### config.mk
export PLATFORM = sky130hd
export DESIGN_NAME = float32_to_float8_cast
export DESIGN_NICKNAME = d
export VERILOG_FILES = /design/src/rtl/fp8c_pkg.sv /design/src/rtl/fp8c_align.sv /design/src/rtl/fp8c_round.sv /design/src/rtl/fp8c_pack.sv /design/src/rtl/float32_to_float8_cast.sv
export SDC_FILE = /design/constraint.sdc
export NUM_CORES = 1
export LEC_CHECK = 0
export ABC_AREA = 1
export ABC_CLOCK_PERIOD_IN_PS = 5120
export BUFFER_PORTS_ARGS = -buffer_cell sky130_fd_sc_hd__buf_2
export CELL_PAD_IN_SITES_DETAIL_PLACEMENT = 2
export CELL_PAD_IN_SITES_GLOBAL_PLACEMENT = 2
export CORE_MARGIN = 1.5
export CORE_UTILIZATION = 35
export DETAILED_ROUTE_END_ITERATION = 10
export PLACE_DENSITY_LB_ADDON = 0.25
export SYNTH_ARGS = -nofsm -noshare
export SYNTH_HDL_FRONTEND = slang
export SYNTH_SLANG_ARGS = --single-unit
### constraint.sdc
create_clock -name clk_i -period 5.12 [get_ports clk_i]
set_clock_uncertainty 0.15 [all_clocks]
set_input_delay 0.512 -clock clk_i [delete_from_list [all_inputs] [get_ports clk_i]]
set_output_delay 0.512 -clock clk_i [all_outputs]
set_load 0.005 [all_outputs]
### src/rtl/fp8c_pkg.sv
package fp8c_pkg;

  typedef enum logic [2:0] {
    FMT_E4M3FN   = 3'd0,
    FMT_E4M3FNUZ = 3'd1,
    FMT_E5M2     = 3'd2,
    FMT_E5M2FNUZ = 3'd3,
    FMT_E8M0     = 3'd4
  } fmt_e;

  localparam logic [7:0] FNUZ_NAN  = 8'h80;
  localparam logic [7:0] E8M0_NAN  = 8'hFF;
  localparam logic [7:0] E8M0_MAX  = 8'hFE;

  // Per-format constants of the 8-bit targets.
  typedef struct packed {
    logic        mbits3;     // 3 mantissa bits, else 2
    logic [7:0]  exp_off;    // binary32 exponent that maps to a biased exponent of zero
    logic [7:0]  esub_min;   // smallest binary32 exponent that can round to nonzero
    logic [7:0]  emax;       // largest binary32 exponent with a finite encoding
    logic [6:0]  max_mag;    // largest finite magnitude code
    logic [30:0] ovf_thr;    // magnitude bits of the largest finite value
    logic        fnuz;
    logic [6:0]  nan_mag;
    logic [6:0]  ovf_mag;    // code for overflow without saturation
  } fmt_param_t;

  typedef struct packed {
    logic        sign;
    logic        is_nan;
    logic        is_inf;
    logic        big;
    logic [4:0]  exp_field;
    logic [23:0] shifted;
    logic        lost;
    logic        mag_gt;
    fmt_e        fmt;
    logic        sat;
    logic [7:0]  e8m0;
  } s1_t;

  typedef struct packed {
    logic        sign;
    logic        is_nan;
    logic        is_inf;
    logic [6:0]  mag;
    logic        mag_gt;
    fmt_e        fmt;
    logic        sat;
    logic [7:0]  e8m0;
  } s2_t;

  function automatic fmt_param_t fmt_param(input fmt_e fmt);
    fmt_param_t p;
    unique case (fmt)
      FMT_E4M3FNUZ: p = '{1'b1, 8'd119, 8'd116, 8'd134, 7'h7F, 31'h43700000,
                          1'b1, 7'h7F, 7'h7F};
      FMT_E5M2:     p = '{1'b0, 8'd112, 8'd110, 8'd142, 7'h7B, 31'h47600000,
                          1'b0, 7'h7E, 7'h7C};
      FMT_E5M2FNUZ: p = '{1'b0, 8'd111, 8'd109, 8'd142, 7'h7F, 31'h47600000,
                          1'b1, 7'h7F, 7'h7F};
      default:      p = '{1'b1, 8'd120, 8'd117, 8'd135, 7'h7E, 31'h43E00000,
                          1'b0, 7'h7F, 7'h7F};
    endcase
    return p;
  endfunction

endpackage

### src/rtl/fp8c_align.sv
module fp8c_align (
  input  logic [31:0]         float_bits_i,
  input  fp8c_pkg::fmt_e      fmt_i,
  input  logic                sat_i,
  output fp8c_pkg::s1_t       s1_o
);

  fp8c_pkg::fmt_param_t p;
  logic [7:0]  e;
  logic [22:0] m;
  logic        m_nz;
  logic        special;
  logic        big;
  logic        norm;
  logic        sub;
  logic [7:0]  exp_diff;
  logic [7:0]  sh_full;
  logic [2:0]  sh;
  logic [27:0] ext;
  logic [8:0]  e8_sum;

  always_comb begin
    p        = fp8c_pkg::fmt_param(fmt_i);
    e        = float_bits_i[30:23];
    m        = float_bits_i[22:0];
    m_nz     = (m != 23'd0);
    special  = (e == 8'hFF);
    big      = !special && (e > p.emax);
    norm     = !special && !big && (e > p.exp_off);
    sub      = !special && !big && !norm && (e >= p.esub_min);
    exp_diff = e - p.exp_off;
    sh_full  = p.exp_off + 8'd1 - e;
    sh       = norm ? 3'd0 : sh_full[2:0];
    // Four guard positions below the significand catch the bits shifted out.
    ext      = {1'b1, m, 4'b0000} >> sh;

    s1_o.sign      = float_bits_i[31];
    s1_o.is_nan    = special && m_nz;
    s1_o.is_inf    = special && !m_nz;
    s1_o.big       = big;
    s1_o.exp_field = norm ? exp_diff[4:0] : 5'd0;
    s1_o.shifted   = (norm || sub) ? ext[27:4] : 24'd0;
    s1_o.lost      = sub && (ext[3:0] != 4'd0);
    s1_o.mag_gt    = float_bits_i[30:0] > p.ovf_thr;
    s1_o.fmt       = fmt_i;
    s1_o.sat       = sat_i;

    e8_sum = {1'b0, e} + {8'd0, m_nz};
    if (special && m_nz) begin
      s1_o.e8m0 = fp8c_pkg::E8M0_NAN;
    end else if (float_bits_i[31]) begin
      s1_o.e8m0 = fp8c_pkg::E8M0_NAN;
    end else if (special) begin
      s1_o.e8m0 = fp8c_pkg::E8M0_MAX;
    end else if (e == 8'd0) begin
      s1_o.e8m0 = 8'd0;
    end else if (e8_sum >= 9'd255) begin
      s1_o.e8m0 = fp8c_pkg::E8M0_MAX;
    end else begin
      s1_o.e8m0 = e8_sum[7:0];
    end
  end

endmodule

### src/rtl/fp8c_round.sv
module fp8c_round (
  input  fp8c_pkg::s1_t s1_i,
  output fp8c_pkg::s2_t s2_o
);

  fp8c_pkg::fmt_param_t p;
  logic [6:0] pre;
  logic       guard;
  logic       sticky;
  logic       rnd;
  logic [7:0] sum;

  always_comb begin
    p = fp8c_pkg::fmt_param(s1_i.fmt);
    if (p.mbits3) begin
      pre    = {s1_i.exp_field[3:0], s1_i.shifted[22:20]};
      guard  = s1_i.shifted[19];
      sticky = s1_i.lost || (s1_i.shifted[18:0] != 19'd0);
    end else begin
      pre    = {s1_i.exp_field, s1_i.shifted[22:21]};
      guard  = s1_i.shifted[20];
      sticky = s1_i.lost || (s1_i.shifted[19:0] != 20'd0);
    end
    // Round to nearest, ties to even; a carry may move into the exponent field.
    rnd = guard && (pre[0] || sticky);
    sum = {1'b0, pre} + {7'd0, rnd};

    s2_o.sign   = s1_i.sign;
    s2_o.is_nan = s1_i.is_nan;
    s2_o.is_inf = s1_i.is_inf;
    if (s1_i.big || (sum > {1'b0, p.max_mag})) begin
      s2_o.mag = p.max_mag;
    end else begin
      s2_o.mag = sum[6:0];
    end
    s2_o.mag_gt = s1_i.mag_gt;
    s2_o.fmt    = s1_i.fmt;
    s2_o.sat    = s1_i.sat;
    s2_o.e8m0   = s1_i.e8m0;
  end

endmodule

### src/rtl/fp8c_pack.sv
module fp8c_pack (
  input  fp8c_pkg::s2_t s2_i,
  output logic [7:0]    code_o
);

  fp8c_pkg::fmt_param_t p;
  logic                 ovf;

  always_comb begin
    p   = fp8c_pkg::fmt_param(s2_i.fmt);
    ovf = s2_i.is_inf ||
          (!s2_i.sat && (s2_i.mag == p.max_mag) && s2_i.mag_gt);
    case (s2_i.fmt) inside
      fp8c_pkg::FMT_E8M0: begin
        code_o = s2_i.e8m0;
      end
      fp8c_pkg::FMT_E4M3FN, fp8c_pkg::FMT_E4M3FNUZ,
      fp8c_pkg::FMT_E5M2, fp8c_pkg::FMT_E5M2FNUZ: begin
        if (s2_i.is_nan) begin
          code_o = p.fnuz ? fp8c_pkg::FNUZ_NAN : {s2_i.sign, p.nan_mag};
        end else if (s2_i.is_inf && s2_i.sat) begin
          code_o = {s2_i.sign, p.max_mag};
        end else if (ovf) begin
          code_o = p.fnuz ? fp8c_pkg::FNUZ_NAN : {s2_i.sign, p.ovf_mag};
        end else if (p.fnuz && (s2_i.mag == 7'd0)) begin
          // The unsigned-zero formats have no negative zero.
          code_o = 8'd0;
        end else begin
          code_o = {s2_i.sign, s2_i.mag};
        end
      end
      default: begin
        code_o = 8'd0;
      end
    endcase
  end

endmodule

### src/rtl/float32_to_float8_cast.sv
// Channel   Dir  Payload                        Handshake
// s_axis    in   tdata[31:0] float_bits          tvalid/tready
// m_axis    out  tdata[7:0]  fp8_code            tvalid/tready
// apb       in   reg 0 target_format @0x0,      psel/penable/pwrite, pready
//                reg 1 saturate_enable @0x4
//
// One beat is taken every cycle while the pipeline advances; each beat passes
// through the align, round and pack register stages in that order.
// The whole pipeline advances together whenever the output register is empty
// or being drained, so a stall on m_axis holds every stage in place.
// Reset clears the stage valid bits and sets E4M3FN with saturation.
module float32_to_float8_cast (
  input  logic        clk_i,
  input  logic        rst_ni,
  input  logic        s_axis_tvalid,
  output logic        s_axis_tready,
  input  logic [31:0] s_axis_tdata,   // [31:0] float_bits
  output logic        m_axis_tvalid,
  input  logic        m_axis_tready,
  output logic [7:0]  m_axis_tdata,   // [7:0] fp8_code
  input  logic        psel,
  input  logic        penable,
  input  logic        pwrite,
  input  logic [2:0]  paddr,
  input  logic [31:0] pwdata,
  output logic [31:0] prdata,
  output logic        pready
);

  localparam logic REG_FORMAT = 1'b0;
  localparam logic REG_SAT    = 1'b1;

  fp8c_pkg::fmt_e fmt_q;
  logic           sat_q;
  logic           cfg_wr;

  logic           adv;
  fp8c_pkg::s1_t  s1_d, s1_q;
  fp8c_pkg::s2_t  s2_d, s2_q;
  logic           s1_vld_q, s2_vld_q, out_vld_q;
  logic [7:0]     code_d, code_q;

  assign pready = 1'b1;
  assign cfg_wr = psel && penable && pwrite && pready;
  assign prdata = (paddr[2] == REG_SAT) ? {31'd0, sat_q} : {29'd0, fmt_q};

  always_ff @(posedge clk_i or negedge rst_ni) begin
    if (!rst_ni) begin
      fmt_q <= fp8c_pkg::FMT_E4M3FN;
      sat_q <= 1'b1;
    end else if (cfg_wr) begin
      if (paddr[2] == REG_FORMAT) begin
        fmt_q <= fp8c_pkg::fmt_e'(pwdata[2:0]);
      end else begin
        sat_q <= pwdata[0];
      end
    end
  end

  assign adv           = !out_vld_q || m_axis_tready;
  assign s_axis_tready = adv;
  assign m_axis_tvalid = out_vld_q;
  assign m_axis_tdata  = code_q;

  fp8c_align u_align (
    .float_bits_i (s_axis_tdata),
    .fmt_i        (fmt_q),
    .sat_i        (sat_q),
    .s1_o         (s1_d)
  );

  fp8c_round u_round (
    .s1_i (s1_q),
    .s2_o (s2_d)
  );

  fp8c_pack u_pack (
    .s2_i   (s2_q),
    .code_o (code_d)
  );

  always_ff @(posedge clk_i or negedge rst_ni) begin
    if (!rst_ni) begin
      s1_vld_q  <= 1'b0;
      s2_vld_q  <= 1'b0;
      out_vld_q <= 1'b0;
    end else if (adv) begin
      s1_vld_q  <= s_axis_tvalid;
      s2_vld_q  <= s1_vld_q;
      out_vld_q <= s2_vld_q;
    end
  end

  always_ff @(posedge clk_i) begin
    if (adv) begin
      s1_q   <= s1_d;
      s2_q   <= s2_d;
      code_q <= code_d;
    end
  end

  // A held stage keeps its beat until the pipeline moves again.
  assert property (@(posedge clk_i) disable iff (!rst_ni)
    (!adv && s2_vld_q) |=> (s2_vld_q && $stable(s2_q)))
    else $error("stage two beat changed during a stall");

  // Rounding and clamping never leave the finite range of the format.
  assert property (@(posedge clk_i) disable iff (!rst_ni)
    s2_vld_q |-> (s2_q.mag <= fp8c_pkg::fmt_param(s2_q.fmt).max_mag))
    else $error("rounded magnitude above the largest finite value");

  // With saturation on, E4M3FN gives its NaN code only for a NaN input.
  assert property (@(posedge clk_i) disable iff (!rst_ni)
    (s2_vld_q && s2_q.sat && (s2_q.fmt == fp8c_pkg::FMT_E4M3FN) && !s2_q.is_nan)
      |-> (code_d[6:0] != 7'h7F))
    else $error("saturating E4M3FN produced NaN");

endmodule
==> flow_summary.yaml, run 1 <==
layout:
  multi_input_area_um2: 2430
  antennaDiodeCount: 0
  layout-drive-gt1-share_pct: 14.0
  syn2layout_area_growth_pct: 12.2
  finalNetCount: 802
  nFillCells: 1759
  seq_area_um2: 2490
die:
  core_region_area_um2: 15200
  initial_core_util_pct: 36.0
  fp.dieW_um: 128
  die_y_um: 128
  die-area_um2: 16400
  ioPinCount: 117
  fp-row-count: 45
placed_design:
  portBuffers: 55
  dpl.hpwl_um: 12200
  gp_congestion: 0.783
drt:
  drt_pass1_iterations: 4
  totalWireLength_um: 15900
  via_per_inst: 5.12
  drc: 0
  postRouteAntennaNets: 0
  wl_per_cell_um: 17.7
  dr_total_vias: 4615
  drtIter0Drc: 162
sta:
  max_freq_ghz: 0.235
  tightest_slew_ns: 0.834
  finalSetupViolations: 0
  setup_tns_ns: 0
  hold_viol: 0
  rsz0062_at_grt: "no"
  fin_crit_sh_pct: 83.3
  min_period_ns: 4.26
  slew_violations: 0
  slew-limit-headroom_pct: 44.2
  hold_slack_ns: 0.242
clock_network:
  cts-hold-fix-buffers: 1
  cts-root-buf: "clkbuf_16"
  clk_latency_ns: 0.36
  post_cts_buffers: 0
  clk_pin_slew_worst_paths_ns: 0.07
  cts-resized-gates: 0
  cts_buffer_depth: 2
  cts_max_level: 3
  cts_sinks: 84
  cts_tree: "done"
  numCtsBuffers: 9
worst_setup_path:
  crit_path_start_kind: "flop"
  worstSetupPathType: "reg -> reg"
  critical_path_arrival_ns: 4.22
  crit_path_end_kind: "flop"
  required_ns: 5.08
  crit_fanout: 47
yosys:
  syn-cell-area_um2: 5470
  ys_async_sr_fraction_pct: 8.33
  avgSynthCellArea_um2: 8.33
  synthFlopType: "edfxtp_1"
  synth.most_common_cell: "nand2_1"
  synth_common_cells: "nand2_1, inv_1, edfxtp_1"
  synth_top_area_share_pct: 42.3
  yosysTopAreaCell: "edfxtp_1"
  ys_types: 43
  ys_warn_count: 0
  synth_cells: 656
  synth_area_leaders: "edfxtp_1, nand2_1, nand3_1"
  synth_seq_cells: 84
  ys_seq_area_share_pct: 45.5
  synth_edf_count: 77
power:
  leakage_nw: 2.84
  power-per-cell-area_nw_per_um2: 419
  ir_worst_vdd_mv: 0.211
  p_total_mw: 2.57
global_routing:
  grt_max_degree: 48
  grt_pass1_wl_um: 26100
  grt_pass1_vias: 5083
  antenna_found_initial: 0
  grt.total_usage_pct: 20.7
  globalRoute.totalOverflow: 0
flow_run:
  cap_violations: 0
status:
  outcome: "completed"
worst_hold_path:
  worstHoldPathType: "in -> reg"
==> area by class of cell <==
type	count	share of cell area, %
clock buffer	9	3.67
multi-input combinational	469	39.7
clock inverter	7	2.08
tap	188	3.83
inverter	86	5.26
sequential	84	40.6
timing repair buffer	58	4.89
==> layout by cell type (no fill, tap or decap), types with 5 or more instances in the layout <==
| cell | instances |
|---|---|
| nand2_1 | 145 |
| inv_1 | 82 |
| edfxtp_1 | 77 |
| nand3_1 | 67 |
| buf_2 | 55 |
| nor2_1 | 49 |
| o21ai_0 | 35 |
| conb_1 | 30 |
| ha_1 | 18 |
| a21oi_1 | 14 |
| o21ai_1 | 12 |
| or2_1 | 12 |
| o211ai_1 | 11 |
| nand2_2 | 10 |
| nor4_1 | 10 |
| nand4_1 | 10 |
| xor2_1 | 9 |
| clkbuf_16 | 9 |
| nor3_1 | 6 |
| dfrtp_1 | 6 |
| or2_2 | 5 |
==> per-stage QoR <==
stage          instance area (µm²)  instances  worst slack (ns)  utilization [%]
2_1_floorplan                 5570        684              2.12                -
4_1_cts                       6130        901             0.804             40.4
3_3_place_gp                  5770        884              1.01             38.0
3_5_place_dp                  5770        884             0.834             38.0
6_report                      6130        901             0.856             40.4
5_1_grt                       6130        901             0.470             40.4
==> worst max-delay path, stage by stage, from the launching register on <==
cell	delay, ns
dfrtp_1	0.44
inv_1	0.11
nor2_1	0.38
inv_1	0.18
nor2_1	0.29
inv_1	0.08
nand2_1	0.10
ha_1	0.27
or2_1	0.27
nand3_1	0.11
nand2_2	0.08
nand3_4	0.20
nand2_2	0.51
nand2_1	0.20
o21ai_0	0.12
or2_2	0.33
nand3_1	0.10
nand2_1	0.07
==> cells by family (layout without fill, tap and decap cells) <==
group	after synthesis	count (layout)	synth area share [%]
simple gates	323	323	26.7
buf+inv	131	160	12.0
flops	84	84	45.5
compound gates	81	81	8.35
fa+ha+maj	20	20	4.85
xor+xnor	13	13	2.08
other cells	2	30	0.137
mux	2	2	0.389
==> flip-flops by register name, summed over array words and instances (netlist names) <==
| name | cells |
|---|---|
| m_axis_tvalid | 1 |
| fmt_q | 3 |
| m_axis_tdata | 8 |
| sat_q | 1 |
| s2_vld_q | 1 |
| s1_vld_q | 1 |
| s2_q | 23 |
| s1_q | 46 |
==> final timing paths <==
check                      depth (start not counted)                     end  slack (ns)                  start
hold / removal                                     1      s1_q[46]$_DFFE_PP_        0.24       s_axis_tdata[31]
max in group asynchronous                          2       sat_q$_DFFE_PN1P_        4.21                 rst_ni
hold reg to reg                                    0       s2_q[3]$_DFFE_PP_        0.27  s1_q[3]$_SDFFCE_PP1P_
min in group asynchronous                          2    fmt_q[1]$_DFFE_PN0P_        0.38                 rst_ni
setup reg to reg                                  17  s1_q[27]$_SDFFCE_PN0P_        0.86   fmt_q[0]$_DFFE_PN0P_
setup / recovery                                  17  s1_q[27]$_SDFFCE_PN0P_        0.86   fmt_q[0]$_DFFE_PN0P_
==> routing by layer <==
layer	GRT usage [%]	wire, µm
met5	0	0
met1	22.9	6540
met4	8.00	433
met3	3.88	439
met2	38.9	8530
==> report_power, final <==
part	leakage (nW)	internal [mW]	switching (mW)	total (mW)
logic	1.80	0.234	0.488	0.723
clock network	0.173	0.485	0.299	0.784
registers	0.864	0.971	0.0933	1.06
Note: power is estimated with default switching activity, not from simulation.
==> inputs of run 2 (changes only) <==
Settings changed: ABC_AREA 1 to 0, ABC_CLOCK_PERIOD_IN_PS 5120 to 4400.
Clock period 5.12 ns to 4.4 ns, I/O delays scaled along.
==> flow_summary.yaml, run 2 <==
status:
  outcome: "completed"
yosys:
  synth_seq_cells: 84
  ys_warn_count: 0
  synthFlopType: "edfxtp_1"
  synth-adder-area-share_pct: 4.70
  syn-cell-area_um2: 5640
  synth_top_family_by_area: "compound AO/OA/AOI/OAI gates"
  synth_area_leaders: "edfxtp_1, buf_4, ha_1"
  synth_edf_count: 77
  synth_xor_area_share_pct: 2.02
  avgSynthCellArea_um2: 10.1
  synth.most_common_cell: "edfxtp_1"
  ys_seq_area_share_pct: 44.1
  synth_common_cells: "edfxtp_1, nor2_1, nand2_1"
  synthMuxAreaShare_pct: 5.74
  ys_types: 70
  synth_cells: 558
  synth_top_area_share_pct: 41.0
  yosysTopAreaCell: "edfxtp_1"
  synthSimpleGateAreaFrac_pct: 16.6
  synth_compound_gate_area_share_pct: 18.7
  ys_async_sr_fraction_pct: 8.33
worst_setup_path:
  ff2ff_path_depth: 12
  required_ns: 4.40
  crit_path_cell_trace: "nand2b_1, or2_2, nor2b_1, inv_1, ha_1, o21a_1, o31a_1, o211ai_1, buf_4, nor2_1, a211o_1, o22ai_1"
  crit_family: "compound AO/OA/AOI/OAI gates"
  crit_path_end_kind: "flop"
  reg2reg_to: "s1_q[15]$_SDFFCE_PN0P_"
  reg2reg_from: "fmt_q[2]$_DFFE_PN0P_"
  max_stage_delay_ns: 0.75
  crit_path_start: "fmt_q[2]$_DFFE_PN0P_"
  worstSetupPathType: "reg -> reg"
  cp.buffers_inverters: 2
  crit_path_start_kind: "flop"
  critical_path_arrival_ns: 3.93
  cpMaxStageDelayCell: "o211ai_1"
  crit_fanout: 13
  rrSetupSlack_ns: 0.47
sta:
  hold_viol: 0
  rsz0062_at_grt: "no"
  hold_slack_ns: 0.180
  max_freq_ghz: 0.255
  setup_tns_ns: 0
  tightest_slew_ns: 0.897
  worst_slack_ns: 0.472
  finalSetupViolations: 0
  fin_crit_sh_pct: 89.3
  min_period_ns: 3.93
  slew-limit-headroom_pct: 39.9
  slew_violations: 0
worst_hold_path:
  hold_start: "s_axis_tvalid"
  worstHoldEndpoint: "s1_vld_q$_DFFE_PN0P_"
  worstHoldPathType: "in -> reg"
  worstHoldPathCells: 2
global_routing:
  grt.total_usage_pct: 20.5
  grt_max_degree: 50
  gr-usage-met3_pct: 2.62
  grt-busiest-layer: "met2"
  grtUsageMet1_pct: 25.4
  grt_use_met2_pct: 37.3
  globalRoute.totalOverflow: 0
  grt_pass1_wl_um: 26500
  grt_pass1_vias: 4833
  antenna_found_initial: 0
layout:
  final_cells: 823
  final_common_cell: "edfxtp_1"
  layout-drive-gt1-share_pct: 16.6
  nFillCells: 1737
  largest_reg_flops: 46
  antennaDiodeCount: 0
  layout_common_cells: "edfxtp_1, nor2_1, buf_2"
  syn2layout_area_growth_pct: 12.4
  finalNetCount: 696
  top_register: "s1_q"
drt:
  drc: 0
  wl_per_cell_um: 20.5
  drt_pass1_iterations: 4
  dr_total_vias: 4562
  totalWireLength_um: 16800
  drtIter0Drc: 205
  postRouteAntennaNets: 0
  via_per_inst: 5.54
placed_design:
  portBuffers: 55
  gp_congestion: 0.856
  pre_cts_slack_ns: 0.464
  placed_cells: 806
  dpl.hpwl_um: 12500
power:
  p_total_mw: 3.26
  power-per-cell-area_nw_per_um2: 514
  ir_worst_vdd_mv: 0.158
  leakage_nw: 2.54
die:
  core_region_area_um2: 15800
  fp.dieW_um: 130
  fp-row-count: 46
  initial_core_util_pct: 35.6
  ioPinCount: 117
  die_y_um: 130
  die-area_um2: 16900
flow_run:
  cap_violations: 0
clock_network:
  cts_sinks: 84
  numCtsBuffers: 9
  cts_max_level: 3
  clk_latency_ns: 0.34
  cts_buffer_depth: 2
  clk_pin_slew_worst_paths_ns: 0.07
  post_cts_buffers: 0
  cts-resized-gates: 0
  cts-hold-fix-buffers: 1
  cts-root-buf: "clkbuf_16"
  cts_tree: "done"
## run 2: cell count changes in the layout (fill, tap and decap cells not counted), sizes merged, moves of 14 or more
cell | before | now
nand2 | 156 | 34
a211o | 0 | 14
mux2i | 1 | 20
inv | 90 | 21
nand3 | 69 | 10
o32ai | 0 | 17
o22ai | 3 | 19
or2 | 17 | 2
o21ai | 48 | 32
## run 2: area by class of cell
cell class	count	area, µm²	share of cell area, %
tap	216	270	4.26
clock buffer	9	225	3.55
multi-input combinational	424	2820	44.4
clock inverter	7	123	1.93
sequential	84	2490	39.3
inverter	19	71.3	1.13
timing repair buffer	64	345	5.45
## run 2: how the worst max path moves through the flow
stage                              to  depth (start not counted)
3_5_place_dp   s1_q[15]$_SDFFCE_PN0P_                         12
2_1_floorplan    s1_vld_q$_DFFE_PN0P_                          2
5_1_grt        s1_q[15]$_SDFFCE_PN0P_                         12
6_report       s1_q[15]$_SDFFCE_PN0P_                         12
3_3_place_gp   s1_q[15]$_SDFFCE_PN0P_                         12
4_1_cts        s1_q[15]$_SDFFCE_PN0P_                         12
## run 2: cells by family (layout without fill, tap and decap cells)
group / count (synthesis) / count (layout)
AND/OR/NAND/NOR: 183 / 183
AO/OA/AOI/OAI: 148 / 148
flip-flops: 84 / 84
buffers and inverters: 78 / 99
multiplexers: 30 / 30
adder cells (fa/ha/maj): 20 / 20
XOR/XNOR: 13 / 13
other: 2 / 30
## run 2: through the flow
| stage | utilization, % | cell area [µm²] |
|---|---|---|
| after floorplan | - | 5750 |
| after global placement | 37.8 | 5980 |
| after detailed placement | 37.8 | 5980 |
| after CTS | 40.0 | 6340 |
| after global routing | 40.0 | 6340 |
| final | 40.0 | 6340 |
## run 2: power breakdown
| group | switching, mW | internal (mW) |
|---|---|---|
| registers | 0.152 | 1.14 |
| clock network | 0.325 | 0.560 |
| logic | 0.668 | 0.419 |
## run 2: routing by layer
| metal | part of all wire, % | vias up | wire, µm |
|---|---|---|---|
| met5 | 0 | - | 0 |
| met4 | 1.5 | 0 | 251 |
| met3 | 2.7 | 15 | 462 |
| met2 | 53 | 86 | 8920 |
| met1 | 43 | 2312 | 7210 |
| li1 | - | 2149 | - |
==> inputs of run 3 (changes only) <==
Settings changed: ABC_AREA 0 to 1, CORE_UTILIZATION 35 to 32.
==> flow_summary.yaml, run 3 (synthesized netlist as in run 1, its figures left out) <==
layout:
  antennaDiodeCount: 0
  final_common_cell: "nand2_1"
  layout_common_cells: "nand2_1, inv_1, edfxtp_1"
  syn2layout_area_growth_pct: 12.7
  layout-drive-gt1-share_pct: 14.4
  top_register: "s1_q"
  nFillCells: 1913
  largest_reg_flops: 46
  multi_input_area_um2: 2430
  finalNetCount: 805
  final_cells: 936
  seq_area_um2: 2490
clock_network:
  numCtsBuffers: 9
  cts_max_level: 3
  cts-hold-fix-buffers: 1
  clk_latency_ns: 0.35
  cts-resized-gates: 0
  post_cts_buffers: 0
  cts_sinks: 84
  cts-root-buf: "clkbuf_16"
  cts_buffer_depth: 2
  clk_pin_slew_worst_paths_ns: 0.08
  cts_tree: "done"
sta:
  slew-limit-headroom_pct: 58.8
  hold_viol: 0
  setup_tns_ns: 0
  min_period_ns: 3.63
  rsz0062_at_grt: "no"
  fin_crit_sh_pct: 82.5
  finalSetupViolations: 0
  slew_violations: 0
  max_freq_ghz: 0.275
  tightest_slew_ns: 0.619
power:
  ir_worst_vdd_mv: 0.190
  p_total_mw: 2.83
  power-per-cell-area_nw_per_um2: 460
  leakage_nw: 2.84
worst_hold_path:
  hold_start: "s_axis_tdata[31]"
  worstHoldPathType: "in -> reg"
status:
  outcome: "completed"
die:
  die_y_um: 134
  initial_core_util_pct: 32.8
  fp.dieW_um: 134
  core_region_area_um2: 16600
  ioPinCount: 117
  die-area_um2: 17900
  fp-row-count: 47
placed_design:
  portBuffers: 55
  gp_congestion: 0.891
  dpl.hpwl_um: 12000
  placed_cells: 919
global_routing:
  grt_pass1_vias: 4894
  antenna_found_initial: 0
  globalRoute.totalOverflow: 0
  grt_pass1_wl_um: 25200
  grt_max_degree: 50
  grt.total_usage_pct: 17.9
worst_setup_path:
  critical_path_arrival_ns: 3.56
  crit_path_end_kind: "flop"
  crit_path_start: "fmt_q[0]$_DFFE_PN0P_"
  crit_path_start_kind: "flop"
  worstSetupPathType: "reg -> reg"
  rrSetupSlack_ns: 0.77
  reg2reg_from: "fmt_q[0]$_DFFE_PN0P_"
  crit_fanout: 20
  required_ns: 4.33
drt:
  drc: 0
  dr_total_vias: 4521
  via_per_inst: 4.83
  drt_pass1_iterations: 4
  drtIter0Drc: 152
  totalWireLength_um: 15300
  postRouteAntennaNets: 0
  wl_per_cell_um: 16.3
flow_run:
  cap_violations: 0
==> run 3: cell types whose count changed in the layout (fill, tap and decap cells not counted), sizes merged, moves of 11 or more <==
cell	change
a211o	-14
inv	+70
mux2i	-19
nand2	+122
nand2b	-11
nand3	+59
o21ai	+16
o22ai	-16
o32ai	-17
or2	+15
==> run 3: worst max-delay path: stages, from the launching register on <==
cell and delay, ns:
dfrtp_1 0.44, inv_1 0.10, nor2_1 0.10, buf_4 0.15, inv_1 0.10, nor2_1 0.21
inv_1 0.08, nand2_1 0.08, ha_1 0.26, or2_1 0.26, nand3_1 0.11, nand2_2 0.08
nand3_4 0.19, nand2_2 0.22, inv_2 0.35, o211ai_1 0.18, nand3_1 0.18, nand2_1 0.10
==> run 3: worst paths after layout <==
check                                            end  cells past startpoint
min in group asynchronous  m_axis_tvalid$_DFFE_PN0P_                      2
setup / recovery              s1_q[23]$_SDFFCE_PN0P_                     17
hold / removal                    s1_q[46]$_DFFE_PP_                      1
max in group asynchronous          sat_q$_DFFE_PN1P_                      2
hold reg to reg                   s2_q[21]$_DFFE_PP_                      0
setup reg to reg              s1_q[23]$_SDFFCE_PN0P_                     17
==> run 3: power by group <==
| group | internal, mW | total (mW) | switching (mW) | leakage [nW] |
|---|---|---|---|---|
| logic | 0.282 | 0.841 | 0.559 | 1.82 |
| registers | 1.13 | 1.23 | 0.0976 | 0.864 |
| clock network | 0.405 | 0.765 | 0.360 | 0.149 |
| total | 1.82 | 2.83 | 1.02 | 2.84 |
==> run 3: stage by stage <==
stage / util (%) / instance area (µm²) / hold slack (ns) / worst slack, ns
6_report: 37.0 / 6160 / 0.161 / 0.770
2_1_floorplan: - / 5570 / -0.00559 / 1.43
5_1_grt: 37.0 / 6160 / 0.150 / 0.369
3_5_place_dp: 35.1 / 5850 / 0.138 / 0.735
4_1_cts: 37.0 / 6160 / 0.145 / 0.687
3_3_place_gp: 35.1 / 5850 / 0.130 / 0.867
==> run 3: routing by layer <==
| layer | global-route usage, % | routed length [µm] | vias up |
|---|---|---|---|
| met5 | 0 | 0 | - |
| met4 | 4.59 | 169 | 0 |
| met3 | 2.89 | 362 | 12 |
| met2 | 32.0 | 7950 | 53 |
| met1 | 22.3 | 6810 | 2215 |
| li1 | - | - | 2241 |
==> run 3: area by class of cell <==
class | count | area share, %
clock buffer | 9 | 3.66
clock inverter | 7 | 1.24
inverter | 86 | 5.24
multi-input combinational | 469 | 39.5
sequential | 84 | 40.4
tap | 220 | 4.47
timing repair buffer | 61 | 5.44
